### src/sv/bc1_bc2_bc3_block_decoder_top_macros.svh
// Assertion macros shared by the block decoder RTL.
`ifndef BC1_BC2_BC3_BLOCK_DECODER_TOP_MACROS_SVH
`define BC1_BC2_BC3_BLOCK_DECODER_TOP_MACROS_SVH

// Checks a consequent in the same cycle as its antecedent.
`define BCD_ASSERT_NOW(lbl, ante, cons, msg) \
  lbl: assert property (@(posedge clk) disable iff (!rst_n) (ante) |-> (cons)) \
    else $error(msg);

// Checks a consequent in the cycle after its antecedent.
`define BCD_ASSERT_NEXT(lbl, ante, cons, msg) \
  lbl: assert property (@(posedge clk) disable iff (!rst_n) (ante) |=> (cons)) \
    else $error(msg);

`endif

### src/sv/bcd_pkg.sv
// Shared types, codes and constant-divisor arithmetic for the block decoder.
package bcd_pkg;

  // Block format codes held in the format register.
  localparam logic [1:0] FMT_BC1 = 2'd0;
  localparam logic [1:0] FMT_BC2 = 2'd1;
  localparam logic [1:0] FMT_BC3 = 2'd2;

  // Register index of the format register (paddr bit 2 selects the word).
  localparam logic CFG_IDX_FORMAT = 1'b0;
  localparam int   ADDR_W         = 3;

  // Reciprocals for exact division by small constants over bounded ranges.
  localparam logic [13:0] RECIP31 = 14'd8457;   // shift 18, n <= 7905
  localparam logic [14:0] RECIP63 = 15'd16645;  // shift 20, n <= 16065
  localparam logic [10:0] RECIP3  = 11'd1366;   // shift 12, n <= 766
  localparam logic [11:0] RECIP7  = 12'd2341;   // shift 14, n <= 1788
  localparam logic [10:0] RECIP5  = 11'd1639;   // shift 13, n <= 1277

  // Input transaction: one compressed 4x4 block.
  typedef struct packed {
    logic [63:0] color_word;
    logic [63:0] alpha_word;
  } bcd_in_t;

  // Output transaction: one texel row of four BGRA8 pixels.
  typedef struct packed {
    logic [1:0]  row_index;
    logic [31:0] pixel_col0;
    logic [31:0] pixel_col1;
    logic [31:0] pixel_col2;
    logic [31:0] pixel_col3;
    logic        last_row;
  } bcd_out_t;

  // Decoded palettes and raw indices of one block, as held for row output.
  typedef struct packed {
    logic [1:0]       fmt;
    logic             three;
    logic [3:0][23:0] pal;
    logic [7:0][7:0]  apal;
    logic [31:0]      cidx;
    logic [63:0]      aw;
  } bcd_pal_t;

  // floor(n / 31) for n <= 7905.
  function automatic logic [7:0] div31(input logic [12:0] n);
    logic [26:0] p;
    p = 27'(n) * 27'(RECIP31);
    return p[25:18];
  endfunction

  // floor(n / 63) for n <= 16065.
  function automatic logic [7:0] div63(input logic [13:0] n);
    logic [29:0] p;
    p = 30'(n) * 30'(RECIP63);
    return p[27:20];
  endfunction

  // floor(n / 3) for n <= 766.
  function automatic logic [7:0] div3(input logic [9:0] n);
    logic [21:0] p;
    p = 22'(n) * 22'(RECIP3);
    return p[19:12];
  endfunction

  // floor(n / 7) for n <= 1788.
  function automatic logic [7:0] div7(input logic [10:0] n);
    logic [24:0] p;
    p = 25'(n) * 25'(RECIP7);
    return p[21:14];
  endfunction

  // floor(n / 5) for n <= 1277.
  function automatic logic [7:0] div5(input logic [10:0] n);
    logic [23:0] p;
    p = 24'(n) * 24'(RECIP5);
    return p[20:13];
  endfunction

  // Widen a 5-bit channel with x*255/31.
  function automatic logic [7:0] expand5(input logic [4:0] x);
    logic [12:0] n;
    n = 13'({x, 8'b0}) - 13'(x);
    return div31(n);
  endfunction

  // Widen a 6-bit channel with x*255/63.
  function automatic logic [7:0] expand6(input logic [5:0] x);
    logic [13:0] n;
    n = 14'({x, 8'b0}) - 14'(x);
    return div63(n);
  endfunction

endpackage

### src/sv/bc1_bc2_bc3_block_decoder_top.sv
// Top level of the BC1/BC2/BC3 texel block decoder.
//
// Input channel (in_valid/in_ready/in_data): one transaction is one
// compressed 4x4 block, a colour word plus an alpha word used by BC2/BC3.
// Output channel (out_valid/out_ready/out_data): four transactions per
// block, texel rows 0 to 3 in order, each with four BGRA8 pixels; the
// fourth carries last_row.
// Configuration: an APB-style port with one register, the block format
// (0 BC1, 1 BC2, 2 BC3, 3 treated as BC3) at byte address 0. The user
// must write it only while the decoder is idle; the decoder does not enforce it.
// Row 0 of a block passes the input, endpoint, palette and output registers
// before it is offered; rows 1 to 3 follow one per cycle when not stalled.
// Throughput: one block per four rows, the output channel carrying one row
// per cycle when not stalled. Three pipeline stages (input, endpoint
// expansion, palette) keep blocks flowing while earlier rows drain.
// Reset clears all valid flags and the format register (BC1).
// When the receiver stalls, the held row stays on out_data, the pipeline
// fills and in_ready falls; nothing is lost or repeated.
module bc1_bc2_bc3_block_decoder_top (
  input  logic                       clk,
  input  logic                       rst_n,
  input  logic                       in_valid,
  output logic                       in_ready,
  input  bcd_pkg::bcd_in_t           in_data,
  output logic                       out_valid,
  input  logic                       out_ready,
  output bcd_pkg::bcd_out_t          out_data,
  input  logic                       psel,
  input  logic                       penable,
  input  logic                       pwrite,
  input  logic [bcd_pkg::ADDR_W-1:0] paddr,
  input  logic [31:0]                pwdata,
  output logic [31:0]                prdata,
  output logic                       pready
);

  // Expanded endpoints and weighted alpha sums of one block.
  typedef struct packed {
    logic [1:0]       fmt;
    logic             three;
    logic [23:0]      c0;
    logic [23:0]      c1;
    logic             agt;
    logic [7:0]       a0;
    logic [7:0]       a1;
    logic [5:0][10:0] asum;
    logic [31:0]      cidx;
    logic [63:0]      aw;
  } mid_t;

  logic [1:0]        fmt_r;
  logic              a_valid_r;
  bcd_pkg::bcd_in_t  a_data_r;
  logic [1:0]        a_fmt_r;
  logic              m_valid_r;
  mid_t              m_r;
  mid_t              m_nxt;
  logic              b_valid_r;
  bcd_pkg::bcd_pal_t b_r;
  bcd_pkg::bcd_pal_t b_nxt;
  logic [1:0]        row_r;
  logic              out_valid_r;
  bcd_pkg::bcd_out_t out_data_r;
  bcd_pkg::bcd_out_t row_out;
  logic              out_load;
  logic              b_take;
  logic              m_take;
  logic              cfg_wr;

  // Configuration register write and read-back.
  assign pready = 1'b1;
  assign cfg_wr = psel && penable && pwrite && pready &&
                  (paddr[2] == bcd_pkg::CFG_IDX_FORMAT);
  assign prdata = (paddr[2] == bcd_pkg::CFG_IDX_FORMAT) ? {30'd0, fmt_r} : 32'd0;

  always_ff @(posedge clk) begin
    if (!rst_n) begin
      fmt_r <= bcd_pkg::FMT_BC1;
    end else if (cfg_wr) begin
      fmt_r <= pwdata[1:0];
    end
  end

  // Pipeline flow control, driven back from the output register.
  assign out_load = b_valid_r && (!out_valid_r || out_ready);
  assign b_take   = !b_valid_r || (out_load && (row_r == 2'd3));
  assign m_take   = !m_valid_r || b_take;
  assign in_ready = !a_valid_r || m_take;

  // Input register.
  always_ff @(posedge clk) begin
    if (!rst_n) begin
      a_valid_r <= 1'b0;
    end else if (in_ready) begin
      a_valid_r <= in_valid;
    end
    if (in_ready) begin
      a_data_r <= in_data;
      a_fmt_r  <= fmt_r;
    end
  end

  // Endpoint expansion, colour mode and weighted alpha sums.
  always_comb begin
    logic [15:0] e0;
    logic [15:0] e1;
    e0 = a_data_r.color_word[15:0];
    e1 = a_data_r.color_word[31:16];
    m_nxt.fmt   = a_fmt_r;
    m_nxt.three = (a_fmt_r == bcd_pkg::FMT_BC1) && (e0 <= e1);
    m_nxt.c0    = {bcd_pkg::expand5(e0[15:11]), bcd_pkg::expand6(e0[10:5]),
                   bcd_pkg::expand5(e0[4:0])};
    m_nxt.c1    = {bcd_pkg::expand5(e1[15:11]), bcd_pkg::expand6(e1[10:5]),
                   bcd_pkg::expand5(e1[4:0])};
    m_nxt.a0    = a_data_r.alpha_word[7:0];
    m_nxt.a1    = a_data_r.alpha_word[15:8];
    m_nxt.agt   = m_nxt.a0 > m_nxt.a1;
    for (int k = 1; k <= 6; k++) begin
      if (m_nxt.agt) begin
        m_nxt.asum[k-1] = 11'(7 - k) * 11'(m_nxt.a0) + 11'(k) * 11'(m_nxt.a1) + 11'd3;
      end else if (k <= 4) begin
        m_nxt.asum[k-1] = 11'(5 - k) * 11'(m_nxt.a0) + 11'(k) * 11'(m_nxt.a1) + 11'd2;
      end else begin
        m_nxt.asum[k-1] = 11'd0;
      end
    end
    m_nxt.cidx = a_data_r.color_word[63:32];
    m_nxt.aw   = a_data_r.alpha_word;
  end

  always_ff @(posedge clk) begin
    if (!rst_n) begin
      m_valid_r <= 1'b0;
    end else if (m_take) begin
      m_valid_r <= a_valid_r;
    end
    if (m_take) begin
      m_r <= m_nxt;
    end
  end

  // Colour and alpha palettes.
  always_comb begin
    logic [7:0] ca;
    logic [7:0] cb;
    logic [8:0] half;
    b_nxt.fmt    = m_r.fmt;
    b_nxt.three  = m_r.three;
    b_nxt.pal[0] = m_r.c0;
    b_nxt.pal[1] = m_r.c1;
    for (int ch = 0; ch < 3; ch++) begin
      ca   = m_r.c0[8*ch +: 8];
      cb   = m_r.c1[8*ch +: 8];
      half = 9'(ca) + 9'(cb);
      if (m_r.three) begin
        b_nxt.pal[2][8*ch +: 8] = half[8:1];
        b_nxt.pal[3][8*ch +: 8] = 8'd0;
      end else begin
        b_nxt.pal[2][8*ch +: 8] = bcd_pkg::div3({1'b0, ca, 1'b0} + 10'(cb) + 10'd1);
        b_nxt.pal[3][8*ch +: 8] = bcd_pkg::div3(10'(ca) + {1'b0, cb, 1'b0} + 10'd1);
      end
    end
    b_nxt.apal[0] = m_r.a0;
    b_nxt.apal[1] = m_r.a1;
    for (int k = 1; k <= 6; k++) begin
      if (m_r.agt) begin
        b_nxt.apal[k+1] = bcd_pkg::div7(m_r.asum[k-1]);
      end else if (k <= 4) begin
        b_nxt.apal[k+1] = bcd_pkg::div5(m_r.asum[k-1]);
      end else if (k == 5) begin
        b_nxt.apal[k+1] = 8'd0;
      end else begin
        b_nxt.apal[k+1] = 8'd255;
      end
    end
    b_nxt.cidx = m_r.cidx;
    b_nxt.aw   = m_r.aw;
  end

  // Palette register and row counter.
  always_ff @(posedge clk) begin
    if (!rst_n) begin
      b_valid_r <= 1'b0;
      row_r     <= 2'd0;
    end else begin
      if (b_take) begin
        b_valid_r <= m_valid_r;
      end
      if (out_load) begin
        row_r <= row_r + 2'd1;
      end
    end
    if (b_take) begin
      b_r <= b_nxt;
    end
  end

  bcd_row_sel u_row_sel (
    .blk     (b_r),
    .row     (row_r),
    .row_out (row_out)
  );

  // Output register: holds a row until the receiver takes the transaction.
  always_ff @(posedge clk) begin
    if (!rst_n) begin
      out_valid_r <= 1'b0;
    end else if (out_load) begin
      out_valid_r <= 1'b1;
    end else if (out_ready) begin
      out_valid_r <= 1'b0;
    end
    if (out_load) begin
      out_data_r <= row_out;
    end
  end

  assign out_valid = out_valid_r;
  assign out_data  = out_data_r;

  // Assertions.
  `include "bc1_bc2_bc3_block_decoder_top_macros.svh"

  `BCD_ASSERT_NOW(a_last_flag, out_valid, out_data.last_row == (out_data.row_index == 2'd3), "last_row does not match row_index")
  `BCD_ASSERT_NEXT(a_row_seq, out_valid && out_ready && !out_data.last_row, out_valid && (out_data.row_index == $past(out_data.row_index) + 2'd1), "row sequence broken")
  `BCD_ASSERT_NEXT(a_blk_hold, b_valid_r && !out_load, b_valid_r && $stable(row_r), "palette stage lost a block")

endmodule

### src/sv/bcd_row_sel.sv
// Row pixel assembly: picks colour and alpha for the four texels of one row.
module bcd_row_sel (
  input  bcd_pkg::bcd_pal_t blk,
  input  logic [1:0]        row,
  output bcd_pkg::bcd_out_t row_out
);

  logic [3:0][31:0] px;

  // Each column is independent: index lookup, then palette selection.
  always_comb begin
    logic [3:0] t;
    logic [1:0] ci;
    logic [3:0] a4;
    logic [5:0] aoff;
    logic [2:0] ai;
    for (int c = 0; c < 4; c++) begin
      t    = {row, 2'(c)};
      ci   = blk.cidx[{t, 1'b0} +: 2];
      a4   = blk.aw[{t, 2'b00} +: 4];
      aoff = 6'd16 + {2'b00, t} + {1'b0, t, 1'b0};
      ai   = blk.aw[aoff +: 3];
      unique case (blk.fmt)
        bcd_pkg::FMT_BC1: begin
          // Index 3 in three-colour mode is transparent black.
          if (blk.three && (ci == 2'd3)) begin
            px[c] = 32'd0;
          end else begin
            px[c] = {8'hff, blk.pal[ci]};
          end
        end
        bcd_pkg::FMT_BC2: begin
          // a*255/15 equals a*17, which is the nibble repeated.
          px[c] = {a4, a4, blk.pal[ci]};
        end
        default: begin
          px[c] = {blk.apal[ai], blk.pal[ci]};
        end
      endcase
    end
  end

  assign row_out.row_index  = row;
  assign row_out.pixel_col0 = px[0];
  assign row_out.pixel_col1 = px[1];
  assign row_out.pixel_col2 = px[2];
  assign row_out.pixel_col3 = px[3];
  assign row_out.last_row   = (row == 2'd3);

endmodule

### config.mk
export PLATFORM = sky130hd
export DESIGN_NAME = bc1_bc2_bc3_block_decoder_top
export DESIGN_NICKNAME = d
export VERILOG_FILES = /design/src/sv/bcd_pkg.sv /design/src/sv/bc1_bc2_bc3_block_decoder_top.sv /design/src/sv/bcd_row_sel.sv
export VERILOG_INCLUDE_DIRS = /design/src /design/src/sv
export SDC_FILE = /design/constraint.sdc
export NUM_CORES = 2
export LEC_CHECK = 0
export ABC_AREA = 1
export BUFFER_PORTS_ARGS = -buffer_cell sky130_fd_sc_hd__buf_2
export CAP_MARGIN = 20
export CORE_MARGIN = 1.5
export CORE_UTILIZATION = 58
export DETAILED_ROUTE_END_ITERATION = 8
export PLACE_DENSITY = 0.79
export SLEW_MARGIN = 20
export SYNTH_ARGS = -nofsm -noshare
export SYNTH_HDL_FRONTEND = slang
export SYNTH_HIERARCHICAL = 1
export SYNTH_SLANG_ARGS = --single-unit
### constraint.sdc
create_clock -name clk -period 14.25 [get_ports clk]
set_clock_uncertainty 0.2 [all_clocks]
set_input_delay 2.85 -clock clk [delete_from_list [all_inputs] [get_ports clk]]
set_output_delay 2.85 -clock clk [all_outputs]
set_load 0.02 [all_outputs]
==> flow_metrics.env <==
export IMPL_routed_wl_um=225000
export IMPL_ys_flop_type="edfxtp_1"
export IMPL_slew_headroom_pct=23.8
export IMPL_finalCriticalPeriod_ns=8.14
export IMPL_min_period_over_period_pct=57.1
export IMPL_crit_chain="buf_2, inv_1, nand2_1, a21oi_1, clkinvlp_4, buf_4, nor2_1, nand2_4, buf_2"
export IMPL_clockRootBuffer="clkbuf_16"
export IMPL_critical_path_top_delay_family="simple AND/OR/NAND/NOR gates"
export IMPL_yosysTopAreaCellShare_pct=26.3
export IMPL_syn_area_um2=82000
export IMPL_fin_hold_ws_ns=0.205
export IMPL_postCtsSetupBuffers=0
export IMPL_drt_iter0_drc=6852
export IMPL_ios=336
export IMPL_grt_max_degree=117
export IMPL_tightest_slew_ns=1.14
export IMPL_track_usage_pct=31.2
export IMPL_core_area_um2=140000
export IMPL_clkTransAtPathRegs_ns=0.06
export IMPL_synth_top_area_cell="edfxtp_1"
export IMPL_crit_type="in2out"
export IMPL_yosys_cell_types_count=68
export IMPL_via_count=67000
export IMPL_hold_class="reg2reg"
export IMPL_hold_end="b_nxt[44]$_DFFE_PP_"
export IMPL_antenna_found_initial=20
export IMPL_r2r_setup_slack_ns=7.70
export IMPL_syn_inst=9221
export IMPL_drt_antenna_violating_nets=0
export IMPL_io_buffers=272
export IMPL_gp_congestion=0.999
export IMPL_hold_start="a_data_r[44]$_DFFE_PP_"
export IMPL_clk_latency_ns=0.74
export IMPL_arrival_ns=5.09
export IMPL_synth_most_common_cell="inv_1"
export IMPL_max_freq_ghz=0.123
export IMPL_vias_per_cell=5.87
export IMPL_num_nets_final=11700
export IMPL_clk_path_buf_depth=3
export IMPL_grt_pass1_wl_um=351000
export IMPL_crit_path_max_fanout=51
export IMPL_violations="design-rule violations"
export IMPL_finalHoldViolCount=0
export IMPL_gr_total_overflow=0
export IMPL_max_stage_delay_ns=0.55
export IMPL_setup_tns_ns=0
export IMPL_htreeDepth=3
export IMPL_synth_common_cells="1595 x inv_1, 1594 x ha_1, 1516 x nand2_1"
export IMPL_hold_buffers=0
export IMPL_final_layout_size_suffix_gt1_share_pct=6.67
export IMPL_cp_data_required_time_ns=11.20
export IMPL_rows=137
export IMPL_synth_edf_count=717
export IMPL_reg2regPathDepth=25
export IMPL_start_util_pct=58.6
export IMPL_syn_to_final_growth_pct=7.25
export IMPL_r2r_end="b_r[244]$_SDFFCE_PP0P_"
export IMPL_firstDrtPassIters=9
export IMPL_maxSlewViolCount=0
export IMPL_place_ws_ns=6.05
export IMPL_ys_top_cells_by_area="edfxtp_1 26%, ha_1 24%, fa_1 11%"
export IMPL_ys_ff_latch=725
export IMPL_setup_viol=0
export IMPL_cts_resized=0
export IMPL_setup_slack_ns=6.11
export IMPL_cts_tree="done"
export IMPL_hpwl_um=178000
export IMPL_regToRegStartpoint="b_nxt[168]$_DFFE_PP_"
export IMPL_wl_per_cell_um=19.7
export IMPL_end_kind="primary output"
export IMPL_die_w_um=379
export IMPL_critPathLaunchType="input pin"
export IMPL_grt_pass1_vias=65700
export IMPL_yosysSeqAreaShare_pct=26.5
export IMPL_async_reset_ff_share_pct=0
export IMPL_syn_avg_cell_area_um2=8.89
export IMPL_numClockSinks=725
export IMPL_post_route_util_pct=62.8
export IMPL_min_delay_path_depth=0
export IMPL_critical_path_slowest_cell="nor2_1"
export IMPL_yosys_warnings=6
export IMPL_timing_critical_path_buf_inv=5
export IMPL_cts_buffers=85
export IMPL_die_area_um2=144000
export IMPL_path_common_cell="buf_2"
export IMPL_outcome="finished, violations left"
export IMPL_maxCapViolCount=0
export IMPL_die_h_um=379
export IMPL_drcViolationCount=1
export IMPL_rsz0062_at_grt="false"
## worst max path at each step
stage / start / end / cells past startpoint
5_1_grt: out_ready / in_ready / 9
3_3_place_gp: out_ready / in_ready / 9
4_1_cts: out_ready / in_ready / 9
6_report: out_ready / in_ready / 9
2_1_floorplan: out_ready / in_ready / 6
3_5_place_dp: out_ready / in_ready / 9
## per-stage QoR
step	cell area [µm²]	instances
2_1_floorplan	82100	9252
5_1_grt	87900	11400
4_1_cts	87900	11400
3_3_place_gp	84900	11200
3_5_place_dp	84900	11200
6_report	87900	11400
## logic make-up after synthesis
family,Yosys count,share of synthesized area [%]
compound gates,1436,10.8
simple gates,2885,15.0
fa+ha+maj,2029,35.0
xor+xnor,234,2.60
other cells,2,0.00916
buf+inv,1812,8.93
mux,98,1.20
flops,725,26.5
## cells in the final DEF, fill, tap and decap left out, types with 33 or more instances in the layout
cell and n:
ha_1 1594, inv_1 1591, nand2_1 1514, nand3_1 742, edfxtp_1 717, a21oi_1 694
fa_1 435, nor2_1 409, o21ai_0 341, buf_2 272, xor2_1 152, mux2i_1 98
clkbuf_16 87, a221oi_2 80, xnor2_1 73, nand4_1 71, nor3_1 67, o21bai_1 56
buf_4 48, a21o_1 47, a31oi_1 45, conb_1 33
## sequential cells by signal, indices dropped and copies added (netlist names), 2 cells and up
register and cells:
out_data 131, b_nxt 147, fmt_r 2, b_r 243, m_r 66, row_r 2
a_data_r 128, a_fmt_r 2
## worst reg2reg max path, delay by kind of cell, from the launching register on
family          cells  cell delay [ns]
fa+ha+maj           7             2.99
buf+inv             4             0.45
compound gates      4             0.94
xor+xnor            1             0.34
simple gates        9             0.81
flops               1             0.57
## area by class of cell
cell class                 count  area, µm²
antenna                        5       12.5
clock buffer                  93       2200
clock inverter                67        757
fill                       11600      52000
inverter                    1611       6070
multi-input combinational   6715      53100
sequential                   725      21700
tap                         1876       2350
timing repair buffer         321       1740
## routing by layer
| layer | up-vias | track usage (%) | routed length (µm) |
|---|---|---|---|
| li1 | 31800 | - | - |
| met1 | 31500 | 42.1 | 95000 |
| met2 | 3076 | 48.5 | 98400 |
| met3 | 605 | 7.32 | 22500 |
| met4 | 20 | 11.9 | 9230 |
| met5 | - | 0 | 142 |
Power is left out: the tool's default activity adds up to more than one toggle a clock period on the data nets, which glitch-free logic cannot reach.
